`config.mk`:
```
export PLATFORM = sky130hd
export DESIGN_NAME = mt_divider
export DESIGN_NICKNAME = d
export VERILOG_FILES = /design/src/rtl/mt_pkg.sv /design/src/rtl/mt_divider.sv
export SDC_FILE = /design/constraint.sdc
export NUM_CORES = 1
export LEC_CHECK = 0
export BUFFER_PORTS_ARGS = -buffer_cell sky130_fd_sc_hd__buf_4
export CORE_UTILIZATION = 30
export CTS_BUF_LIST = sky130_fd_sc_hd__clkbuf_2 sky130_fd_sc_hd__clkbuf_4 sky130_fd_sc_hd__clkbuf_8
export DETAILED_ROUTE_END_ITERATION = 12
export SYNTH_ARGS = -nofsm -noshare
export SYNTH_HDL_FRONTEND = slang
export SYNTH_SLANG_ARGS = --single-unit
```
`constraint.sdc`:
```
create_clock -name aclk -period 4.25 [get_ports aclk]
set_input_delay 0.425 -clock aclk [delete_from_list [all_inputs] [get_ports aclk]]
set_output_delay 0.425 -clock aclk [all_outputs]
set_load 0.03 [all_outputs]
```
`src/rtl/mt_pkg.sv`:
```
// Package with payload types and constants for the MT19937 generator.
`timescale 1ns / 1ps
`default_nettype none
package mt_pkg;
    localparam int unsigned StateDepth = 624;
    localparam int unsigned TwistOffset = 397;
    localparam logic [31:0] SeedMult = 32'd1812433253;
    localparam logic [31:0] TwistMatrix = 32'h9908b0df;
    localparam logic [31:0] UpperMask = 32'h80000000;
    localparam logic [31:0] LowerMask = 32'h7fffffff;
    localparam logic [31:0] TemperB = 32'h9d2c5680;
    localparam logic [31:0] TemperC = 32'hefc60000;
    localparam logic [31:0] DefaultSeed = 32'd5489;

    localparam logic [1:0] OP_RESEED = 2'd0;
    localparam logic [1:0] OP_RAW = 2'd1;
    localparam logic [1:0] OP_RANGE = 2'd2;

    typedef struct packed {
        logic [1:0]  opcode;
        logic [31:0] seed_value;
        logic [31:0] range_low;
        logic [31:0] range_high;
    } mt_req_t;

    typedef struct packed {
        logic [31:0] value;
        logic        range_empty;
    } mt_rsp_t;

    function automatic logic [31:0] temper(input logic [31:0] x);
        logic [31:0] y;
        y = x ^ (x >> 11);
        y = y ^ ((y << 7) & TemperB);
        y = y ^ ((y << 15) & TemperC);
        y = y ^ (y >> 18);
        return y;
    endfunction
endpackage
`default_nettype wire

```
`src/rtl/mt_divider.sv`:
```
// Restoring divider: 32-bit remainder, one quotient bit per cycle.
`timescale 1ns / 1ps
`default_nettype none
module mt_divider
    import mt_pkg::*;
(
    input  wire logic        aclk,
    input  wire logic        aresetn,
    input  wire logic        start,
    input  wire logic [31:0] dividend,
    input  wire logic [31:0] divisor,
    output logic             done,
    output logic [31:0]      remainder
);
    logic [31:0] rem_reg, rem_next;
    logic [31:0] quo_reg, quo_next;
    logic [31:0] div_reg, div_next;
    logic [5:0]  cnt_reg, cnt_next;
    logic        busy_reg, busy_next;
    logic        done_reg, done_next;
    logic [32:0] trial;
    logic [32:0] shifted;

    // One shift-and-subtract step
    always_comb begin
        shifted   = {rem_reg, quo_reg[31]};
        trial     = shifted - {1'b0, div_reg};
        rem_next  = rem_reg;
        quo_next  = quo_reg;
        div_next  = div_reg;
        cnt_next  = cnt_reg;
        busy_next = busy_reg;
        done_next = 1'b0;
        if (start) begin
            rem_next  = '0;
            quo_next  = dividend;
            div_next  = divisor;
            cnt_next  = 6'd32;
            busy_next = 1'b1;
        end else if (busy_reg) begin
            quo_next = {quo_reg[30:0], 1'b0};
            rem_next = trial[32] ? shifted[31:0] : trial[31:0];
            cnt_next = cnt_reg - 6'd1;
            if (cnt_reg == 6'd1) begin
                busy_next = 1'b0;
                done_next = 1'b1;
            end
        end
    end

    always_ff @(posedge aclk) begin
        if (!aresetn) begin
            busy_reg <= 1'b0;
            done_reg <= 1'b0;
            cnt_reg  <= '0;
        end else begin
            busy_reg <= busy_next;
            done_reg <= done_next;
            cnt_reg  <= cnt_next;
        end
        rem_reg <= rem_next;
        quo_reg <= quo_next;
        div_reg <= div_next;
    end

    assign done      = done_reg;
    assign remainder = rem_reg;
endmodule
`default_nettype wire

```
== Word level (Yosys, flattened, before mapping) ==
Index checks and enable logic that the tools add are counted.

* Add/sub/neg operators: 2
* Multiplexer cells: 9
* Bitwise operators: 2
* Reductions and logical operators: 3
* Equality and inequality tests: 1

{| class="wikitable"
|+ Operators by type and width
! cell !! count
|-
| $mux W32 || 3
|-
| $sub A33 B32 Y33 || 1
|-
| $mux W6 || 2
|-
| $eq A6 B1 Y1 const B || 1
|-
| $sub A6 B1 Y6 const B || 1
|-
| $mux W1 || 4
|-
| $reduce_or A3 Y1 || 1
|-
| $not A1 Y1 || 2
|-
| $reduce_bool A2 Y1 || 1
|-
| $reduce_or A2 Y1 || 1
|}

* Bits in registers: 104
* Bits of input ports: 67
* Output and inout bits: 33

== Depth between registers and ports, before layout ==
Gate-level depths: netlist of the first run.

* Depth after elaboration: 4
* Mapped depth: 13
* Mapped depth without buffers: 12

== Worst setup path after synthesis of the first run ==
Ideal clock, no wire load.

* Kind: reg2reg
* From: reg rem_reg[0], in the netlist remainder[0]
* To: reg rem_reg[16], in the netlist remainder[16]
* Required time: 4.133 ns
* Setup slack: 1.037 ns
* Arrival: 3.096 ns
* Setup time: 0.117 ns
* Clock period less this slack: 3.213 ns
* Cell stages (with the launch flop): 12
* Path through: dfxtp_1 inv_1 fa_1 nand2b_1 a21oi_1 o21a_2 o21ai_2 o41ai_4 a41oi_4 xnor2_4 mux2_2 a22o_1

* Cells in the longest elaborated chain, start to end: 2

{| class="wikitable"
|+ Ends and longest elaborated chain
! element !! line !! source
|-
| start, declared || mt_divider.sv:15 || <nowiki>logic [31:0] rem_reg, rem_next;</nowiki>
|-
| start signal, assigned || mt_divider.sv:61 || <nowiki>rem_reg <= rem_next;</nowiki>
|-
| $sub A33 B32 Y33 || mt_divider.sv:27 || <nowiki>trial = shifted - {1'b0, div_reg};</nowiki>
|-
| $mux W32 || mt_divider.sv:42 || <nowiki>rem_next = trial[32] ? shifted[31:0] : trial[31:0];</nowiki>
|}

No other way between the ends.
A chain may end at the register's enable or synchronous reset.

== Worst setup path in the final report of the first run ==
* From: reg quo_reg[31]
* To: reg rem_reg[14], in the netlist remainder[14]

* Cells in the longest elaborated chain, start to end: 2

{| class="wikitable"
|+ Ends and longest elaborated chain
! element !! line !! source
|-
| start, declared || mt_divider.sv:16 || <nowiki>logic [31:0] quo_reg, quo_next;</nowiki>
|-
| start signal, assigned || mt_divider.sv:62 || <nowiki>quo_reg <= quo_next;</nowiki>
|-
| $sub A33 B32 Y33 || mt_divider.sv:27 ||
|-
| $mux W32 || mt_divider.sv:42 ||
|}

No other way between the ends.

==> flow_summary_export.csv, run 1 <==
group,metric,value,unit
hold_path,min_delay_path_depth,1,
grt,track_usage,0.140,
synthesis,synth_edf_count,64,
outcome,status,"completed",
sta,max_slew_margin,0.477,
worst_setup_path,cp.arrival,4.03,ns
hold_path,worstHoldStart,"divisor[20]",
worst_setup_path,crit_slowest_cell,"xnor2_4",
worst_setup_path,critPathBufInv,2,
cts,cts_tree,"yes",
final_layout,multi_input_comb_area,2950,um^2
synthesis,synthCells,582,
sta,min_period,3.72,ns
synthesis,syn_area,5950,um^2
synthesis,syn_nets,684,
hold_path,whs_endpoint,"div_reg[20]",
final_layout,diodes,0,
drt,drt_first_pass_iters,7,
die,core-area,19500,um^2
cts,clockRootBuffer,"clkbuf_8",
worst_setup_path,crit_type,"register to register",
synthesis,postSynthAreaPerCell,10.2,um^2
final_layout,nFillCells,1961,
sta,fmax,269,MHz
worst_setup_path,startpoint_type,"register",
run,cap_violations,0,
sta,tightest_slew,0.784,ns
sta,setup_viol,0,
place,dp_hpwl,9930,um
final_layout,fin_cells,945,
worst_setup_path,slowest_delay,0.67,ns
sta,rsz0062_at_grt,"no",
hold_path,hold_path_class,"input pin to register",
cts,clk_pin_slew_worst_paths,0.12,ns
drt,drc,0,
power,power,2.68,mW
power,power.density,373,nW/um^2
drt,viasPerCell,4.72,
final_layout,area_growth,20.6,%
drt,vias,4463,
cts,clk_latency,0.40,ns
worst_setup_path,reg2reg_from,"quo_reg[31]",
synthesis,synth-seq-cells,104,
cts,clkSinkCount,104,
synthesis,synth_ff_type,"edfxtp_1",
cts,cts_setup_buffers,0,
power,leakage,3.00,nW
worst_setup_path,reg2regPathDepth,13,
synthesis,async_flop_share,0,
die,io_pins,100,
final_layout,drive_gt1_frac,0.250,
die,fp.dieW,143,um
grt,antenna_found_initial,0,
worst_setup_path,cp.required,4.56,ns
drt,wl,13400,um
cts,cts-buffers-inserted,9,
synthesis,synth_cell_types,69,
cts,ctsResizeCount,0,
worst_setup_path,rr_endpoint,"remainder[14]",
worst_setup_path,cp_max_fo,26,
worst_setup_path,critical-path-top-delay-family,"compound AO/OA/AOI/OAI gates",
die,rows,51,
power,ir_drop,155,uV
grt,grt_max_degree,63,
sta,report.final.slew_viol_count,0,
die,fp.dieH,143,um
sta,tns,0,ns
final_layout,final_nets,777,
worst_setup_path,r2r_slack,0.53,ns
cts,htree_levels,3,
place,dp.cells,929,
place,gp_congestion,0.805,
grt,grt_first_pass_wirelength,22200,um
die,dieArea,20400,um^2
final_layout,fin_util,0.369,
worst_setup_path,cp_num_cells,13,
sta,skew,0.0143,ns
sta,hold_violations,0,
grt,grt_pass1_vias,4474,
synthesis,yosys_warnings,0,
worst_setup_path,end_kind,"register",
drt,final_antenna_net_count,0,
sta,fin_crit_sh,0.875,
worst_setup_path,path_cells,"inv_1 -> ha_1 -> fa_1 -> nand2b_1 -> a21oi_1 -> o21a_2 -> o21ai_2 -> o41ai_4 -> a41oi_4 -> xnor2_4 -> buf_4 -> nand2_1 -> a311oi_2",
drt,avgRoutedWirePerCell,14.2,um
final_layout,regArea,2720,um^2
cts,ctsHoldBuffers,0,
place,io_buffers,99,
cts,cts.path.max_buffers,2,
synthesis,ys_seq_area_frac,0.458,
drt,drtIter0Drc,253,
die,initial_core_util,0.306,
grt,grt_overflow,0,
[kinds of logic after synthesis]
family / share of synthesized area
AND/OR/NAND/NOR: 0.136
AO/OA/AOI/OAI: 0.168
flip-flops: 0.458
buffers and inverters: 0.0469
multiplexers: 0.0656
adder cells (fa/ha/maj): 0.0749
XOR/XNOR: 0.0505
[synth_stat cells (3+ instances only)]
cell | number | area [um^2]
nand2b_1 | 6 | 37.5
xnor2_1 | 19 | 166
or3_1 | 3 | 18.8
a311oi_1 | 19 | 166
dfxtp_1 | 40 | 801
nor3_1 | 9 | 45.0
ha_1 | 34 | 425
a21o_1 | 13 | 97.6
o21ai_0 | 16 | 80.1
a211oi_1 | 7 | 52.6
o41ai_1 | 3 | 26.3
a21oi_1 | 33 | 165
o21bai_1 | 4 | 30.0
nand3b_1 | 3 | 22.5
xor2_1 | 9 | 78.8
edfxtp_1 | 64 | 1920
a311oi_2 | 3 | 45.0
nand3_1 | 15 | 75.1
nand2_1 | 71 | 267
mux2i_1 | 3 | 30.0
o211ai_1 | 4 | 30.0
o21a_1 | 3 | 22.5
buf_1 | 3 | 11.3
inv_1 | 41 | 154
a32o_1 | 3 | 30.0
nor2_1 | 54 | 203
and3_1 | 3 | 18.8
clkbuf_1 | 12 | 45.0
mux2_2 | 32 | 360
nor2b_1 | 6 | 37.5
[metal layers]
| metal | GRT usage | vias to the layer above | share of wire |
|---|---|---|---|
| li1 | - | 2295 | - |
| met1 | 0.175 | 2064 | 0.46 |
| met2 | 0.225 | 94 | 0.46 |
| met3 | 0.0483 | 10 | 0.066 |
| met4 | 0.0464 | 0 | 0.012 |
| met5 | 0 | - | 0 |
[per-stage QoR]
stage,instance area (um^2),worst slack (ns),hold slack (ns)
after floorplan,5950,1.04,0.463
after global placement,6960,0.587,0.478
after detailed placement,6960,0.531,0.490
after CTS,7180,0.492,0.163
after global routing,7180,0.261,0.157
final,7180,0.529,0.192
[worst max-delay path by stage]
stage            startpoint            end
6_report        quo_reg[31]  remainder[14]
5_1_grt         quo_reg[31]   remainder[9]
4_1_cts         quo_reg[31]  remainder[14]
3_5_place_dp    quo_reg[31]   remainder[9]
3_3_place_gp    quo_reg[31]   remainder[9]
2_1_floorplan  remainder[0]  remainder[16]
[power breakdown]
part | total (mW) | internal [mW] | leakage (nW) | switching, mW
Clock | 0.653 | 0.241 | 0.107 | 0.412
Combinational | 0.792 | 0.338 | 1.93 | 0.454
Sequential | 1.23 | 1.17 | 0.965 | 0.0611
[layout make-up]
class	instances	share of cell area
Clock buffer	9	0.0173
Clock inverter	7	0.0131
Inverter	41	0.0214
Multi-Input combinational cell	414	0.411
Sequential cell	104	0.380
Tap cell	265	0.0462
Timing Repair Buffer	105	0.112
[placed cells by master, fill, tap and decap left out, types with 4 or more instances in the layout]
| master | Yosys | layout |
|---|---|---|
| nor3_1 | 9 | 9 |
| a211oi_1 | 7 | 7 |
| edfxtp_1 | 64 | 64 |
| dfxtp_1 | 40 | 39 |
| mux2_2 | 32 | 32 |
| o21bai_1 | 4 | 4 |
| inv_1 | 41 | 41 |
| clkbuf_8 | 1 | 9 |
| nor2b_1 | 6 | 6 |
| buf_4 | 1 | 104 |
| ha_1 | 34 | 34 |
| xnor2_1 | 19 | 19 |
| o211ai_1 | 4 | 4 |
| nand2b_1 | 6 | 6 |
| o21ai_0 | 16 | 16 |
| xor2_1 | 9 | 9 |
| nand2_1 | 71 | 71 |
| a311oi_1 | 19 | 19 |
| nor2_1 | 54 | 54 |
| clkinv_8 | 0 | 4 |
| a21oi_1 | 33 | 33 |
| a21o_1 | 13 | 13 |
| nand3_1 | 15 | 15 |
Note: power is estimated with default switching activity, not from simulation.
==> run 2: changes to the inputs <==
--- a/config.mk
+++ b/config.mk
@@ -7,5 +7,5 @@
 export LEC_CHECK = 0
 export BUFFER_PORTS_ARGS = -buffer_cell sky130_fd_sc_hd__buf_4
-export CORE_UTILIZATION = 30
+export CORE_UTILIZATION = 25
 export CTS_BUF_LIST = sky130_fd_sc_hd__clkbuf_2 sky130_fd_sc_hd__clkbuf_4 sky130_fd_sc_hd__clkbuf_8
 export DETAILED_ROUTE_END_ITERATION = 12
==> constraint.sdc (replaced) <==
create_clock -name aclk -period 3.33 [get_ports aclk]
set_input_delay 0.4995 -clock aclk [delete_from_list [all_inputs] [get_ports aclk]]
set_output_delay 0.4995 -clock aclk [all_outputs]
set_load 0.03 [all_outputs]
==> flow_summary_export.csv, run 2 (same netlist as run 1, synthesis figures left out) <==
group,metric,value,unit
final_layout,fin_util,0.314,
drt,vias,4595,
grt,grt_first_pass_wirelength,23200,um
grt,grt_pass1_vias,4548,
sta,min_period,3.17,ns
place,dp.cells,991,
worst_setup_path,cp.arrival,3.47,ns
drt,viasPerCell,4.55,
die,rows,56,
final_layout,layout_common_cells,"112 x buf_4, 71 x nand2_1, 64 x edfxtp_1, 54 x nor2_1, 41 x inv_1",
drt,final_antenna_net_count,0,
place,gp_congestion,0.822,
drt,drc,0,
cts,htree_levels,3,
power,power,3.49,mW
sta,fin_crit_sh,0.953,
sta,rsz0062_at_grt,"no",
cts,clk_latency,0.40,ns
die,core-area,23400,um^2
sta,fmax,315,MHz
sta,max_slew_margin,0.620,
hold_path,worstHoldStart,"divisor[24]",
grt,track_usage,0.123,
worst_setup_path,end_kind,"register",
grt,antenna_found_initial,0,
cts,clockRootBuffer,"clkbuf_8",
hold_path,min_delay_path_depth,1,
grt,grt_max_degree,35,
die,dieArea,24400,um^2
power,ir_drop,230,uV
worst_setup_path,r2r_slack,0.16,ns
sta,setup_viol,0,
worst_setup_path,reg2regPathDepth,12,
sta,tightest_slew,0.564,ns
worst_setup_path,slowest_delay,0.39,ns
cts,clk_pin_slew_worst_paths,0.11,ns
sta,hold_violations,0,
drt,drt_first_pass_iters,4,
worst_setup_path,rr_endpoint,"remainder[16]",
drt,avgRoutedWirePerCell,14.3,um
grt,grt_overflow,0,
final_layout,fin_cells,1010,
outcome,status,"completed",
final_layout,area_growth,23.5,%
worst_setup_path,startpoint_type,"register",
run,cap_violations,0,
final_layout,final_nets,788,
worst_setup_path,crit_slowest_cell,"edfxtp_1",
power,leakage,3.07,nW
hold_path,whs_endpoint,"div_reg[24]",
final_layout,diodes,0,
die,io_pins,100,
power,power.density,474,nW/um^2
cts,clkSinkCount,104,
final_layout,final_common_cell,"buf_4",
cts,cts-buffers-inserted,9,
worst_setup_path,cp.required,3.62,ns
sta,report.final.slew_viol_count,0,
die,fp.dieW,156,um
sta,skew,0.0138,ns
final_layout,multi_input_comb_area,2970,um^2
final_layout,regArea,2720,um^2
place,io_buffers,99,
worst_setup_path,cp_max_fo,4,
sta,tns,0,ns
die,fp.dieH,156,um
place,dp_hpwl,10900,um
worst_setup_path,critPathBufInv,1,
die,initial_core_util,0.254,
cts,cts_tree,"yes",
worst_setup_path,crit_type,"register to register",
final_layout,drive_gt1_frac,0.266,
worst_setup_path,critical-path-top-delay-family,"compound AO/OA/AOI/OAI gates",
hold_path,hold_path_class,"input pin to register",
cts,ctsHoldBuffers,0,
worst_setup_path,reg2reg_from,"div_reg[0]",
worst_setup_path,path_cells,"ha_2 -> fa_1 -> nand2b_4 -> a21oi_4 -> o21a_2 -> o21ai_2 -> o41ai_4 -> a41oi_4 -> xnor2_4 -> buf_6 -> mux2_2 -> a22o_1",
final_layout,nFillCells,2474,
drt,wl,14500,um
cts,cts.path.max_buffers,2,
drt,drtIter0Drc,246,
-- run 2: changes by cell type in the layout (fill, tap and decap cells not counted), sizes merged --
cell	before	now
inv	44	46
clkinv	4	2
buf	105	116
-- run 2: worst max path at each step --
stage	cells past startpoint	startpoint	end
after detailed placement	12	div_reg[0]	remainder[2]
final	12	div_reg[0]	remainder[16]
after global routing	13	quo_reg[31]	remainder[16]
after floorplan	11	remainder[0]	remainder[16]
after global placement	13	quo_reg[31]	remainder[0]
after CTS	13	quo_reg[31]	remainder[2]
-- run 2: final cells by class --
type / instances / share of cell area
sequential: 104 / 0.371
tap: 319 / 0.0543
multi-input combinational: 414 / 0.404
inverter: 41 / 0.0209
clock buffer: 9 / 0.0169
clock inverter: 7 / 0.0104
timing repair buffer: 116 / 0.123
-- run 2: per-layer routing --
metal,track usage,part of all wire,vias to the layer above
met2,0.204,0.48,101
met5,0,0,-
met1,0.150,0.44,2155
met4,0.0336,0.012,0
li1,-,-,2323
met3,0.0426,0.070,16
-- run 2: stage by stage --
stage	worst slack (ns)	hold WS, ns	area (um^2)
CTS	0.0361	0.240	7300
global placement	0.131	0.479	7100
detailed placement	0.0489	0.488	7100
floorplan	0.117	0.463	5950
finish	0.156	0.271	7350
global route	0.00664	0.233	7350
-- run 2: power by group --
part	internal (mW)	leakage [nW]	switching [mW]	total, mW
Sequential	1.50	0.965	0.0799	1.58
Combinational	0.475	2.00	0.604	1.08
Clock	0.301	0.103	0.530	0.831
-- run 2: repair_timing --
action	CTS	global route
endpoints found under the setup margin	0	31
gates resized for setup	0	6
setup buffers	0	3
==> run 3: changes to the inputs <==
ABC_AREA = 1   (was default)
==> flow_summary_export.csv, run 3 <==
group,metric,value,unit
final_layout,fin_cells,1528,
drt,avgRoutedWirePerCell,12.2,um
cts,cts-buffers-inserted,9,
cts,cts.path.max_buffers,2,
hold_path,whs_endpoint,"div_reg[25]",
die,io_pins,100,
sta,skew,0.0213,ns
worst_setup_path,end_kind,"register",
hold_path,min_delay_path_depth,1,
synthesis,syn_area,7060,um^2
power,ir_drop,179,uV
grt,grt_first_pass_wirelength,30200,um
synthesis,async_flop_share,0,
drt,drt_first_pass_iters,7,
drt,wl,18600,um
grt,track_usage,0.133,
drt,drtIter0Drc,337,
final_layout,diodes,0,
place,gp_congestion,0.911,
synthesis,synth_ff_type,"edfxtp_1",
power,power.density,328,nW/um^2
sta,worst_slack,0.722,ns
synthesis,synth_edf_count,64,
cts,ctsHoldBuffers,0,
run,cap_violations,0,
sta,hold_violations,0,
synthesis,yosys_warnings,0,
worst_setup_path,path_common_cell,"nand2_1",
final_layout,multi_input_comb_area,3390,um^2
final_layout,layout_common_cells,"465 x nand2_1, 210 x inv_1, 104 x buf_4, 64 x edfxtp_1, 50 x nor2_1",
final_layout,fin_util,0.304,
sta,min_period,2.61,ns
final_layout,final_common_cell,"nand2_1",
grt,grt_max_degree,48,
drt,vias,6240,
final_layout,nFillCells,3121,
worst_setup_path,rr_endpoint,"remainder[19]",
drt,viasPerCell,4.08,
hold_path,hold_path_class,"input pin to register",
place,place_ws,0.756,ns
synthesis,synth.most_common_cell,"nand2_1",
grt,antenna_found_initial,0,
power,leakage,4.56,nW
synthesis,synth.top_cells.by_count,"465 x nand2_1, 210 x inv_1, 64 x edfxtp_1",
worst_setup_path,critical-path-top-delay-family,"simple AND/OR/NAND/NOR gates",
place,dp.cells,1512,
die,fp.dieW,170,um
cts,clockRootBuffer,"clkbuf_8",
drt,drc,0,
synthesis,synthCells,1048,
sta,report.final.slew_viol_count,0,
cts,clkSinkCount,104,
synthesis,synth-seq-cells,104,
worst_setup_path,cp.required,3.63,ns
worst_setup_path,cp.arrival,2.91,ns
cts,ctsResizeCount,0,
grt,grt_pass1_vias,5984,
synthesis,synth_top_cell_by_area,"edfxtp_1",
final_layout,area_growth,19.4,%
die,fp.dieH,170,um
worst_setup_path,cp_num_cells,17,
place,dp_hpwl,14700,um
sta,fin_crit_sh,0.783,
cts,cts_setup_buffers,0,
worst_setup_path,path_cells,"ha_1 -> fa_1 -> inv_1 -> nand2_1 -> nand2_1 -> nand3_1 -> nand2_2 -> nand2_2 -> nand2_4 -> nand2_4 -> nand2_2 -> nand2_1 -> nand2_2 -> buf_12 -> nand2_1 -> nand3_1 -> nand2_1",
final_layout,drive_gt1_frac,0.153,
worst_setup_path,r2r_slack,0.72,ns
synthesis,yosysTopAreaCellShare,0.272,
cts,cts_tree,"yes",
sta,tns,0,ns
cts,clk_latency,0.41,ns
die,initial_core_util,0.254,
hold_path,worstHoldStart,"divisor[25]",
cts,htree_levels,3,
place,dpl_cell_area,8220,um^2
final_layout,stdcell_area,8440,um^2
final_layout,regArea,2720,um^2
sta,fin_hold_ws,0.253,ns
worst_setup_path,cp_max_fo,17,
sta,rsz0062_at_grt,"no",
synthesis,yosys-top-cells-area,"edfxtp_1 27%, nand2_1 25%, dfxtp_1 11%",
sta,max_slew_margin,0.395,
worst_setup_path,reg2regPathDepth,17,
worst_setup_path,reg2reg_from,"div_reg[0]",
cts,clk_pin_slew_worst_paths,0.13,ns
die,rows,61,
drt,final_antenna_net_count,0,
worst_setup_path,slowest_delay,0.40,ns
outcome,status,"completed",
sta,tightest_slew,0.902,ns
synthesis,ys_seq_area_frac,0.385,
worst_setup_path,startpoint_type,"register",
die,dieArea,28900,um^2
place,io_buffers,99,
worst_setup_path,crit_type,"register to register",
final_layout,final_nets,1247,
worst_setup_path,critPathBufInv,2,
worst_setup_path,crit_slowest_cell,"fa_1",
synthesis,postSynthAreaPerCell,6.74,um^2
synthesis,syn_nets,1150,
synthesis,synth_cell_types,38,
power,power,2.77,mW
sta,setup_viol,0,
grt,grt_overflow,0,
die,core-area,27800,um^2
sta,fmax,383,MHz
-- run 3: changes by cell type in the layout (fill, tap and decap cells not counted), moves of 13 or more --
cell      previous run  this run
nand2_1             71       465
inv_1               41       210
nand3_1             15        48
mux2_2              32         0
a21oi_1             32        13
a311oi_1            19         0
nand2_2              0        19
o21ai_0             16         3
-- run 3: cell families (layout without fill, tap and decap cells) --
logic type	Yosys count	in the layout	share of synthesized area
compound gates	26	26	0.0220
simple gates	628	628	0.375
buf+inv	239	341	0.135
xor+xnor	16	16	0.0198
fa+ha+maj	35	35	0.0631
flops	104	104	0.385
-- run 3: worst max path at each step --
stage	start	endpoint	slack, ns
2_1_floorplan	remainder[0]	remainder[10]	1.0
3_3_place_gp	quo_reg[31]	remainder[18]	0.82
3_5_place_dp	div_reg[0]	remainder[19]	0.76
4_1_cts	div_reg[0]	remainder[19]	0.72
5_1_grt	quo_reg[31]	remainder[26]	0.49
6_report	div_reg[0]	remainder[19]	0.72
-- run 3: metal layers --
| layer | GRT usage | routed length (um) |
|---|---|---|
| met5 | 0 | 0 |
| met4 | 0.0309 | 229 |
| met3 | 0.0407 | 1250 |
| met2 | 0.223 | 8570 |
| met1 | 0.167 | 8560 |
-- run 3: cell type report --
cell class | count | area share
flip-flops and latches | 104 | 0.323
multi-input cells | 705 | 0.402
repair buffers | 105 | 0.0949
well taps | 378 | 0.0561
clock buffers | 9 | 0.0147
inverters | 220 | 0.0979
clock inverters | 7 | 0.0113
-- run 3: power breakdown --
part | total [mW] | leakage [nW] | internal, mW | switching [mW]
combinational | 0.381 | 3.49 | 0.148 | 0.233
clock | 0.905 | 0.111 | 0.372 | 0.533
sequential | 1.48 | 0.965 | 1.46 | 0.0263
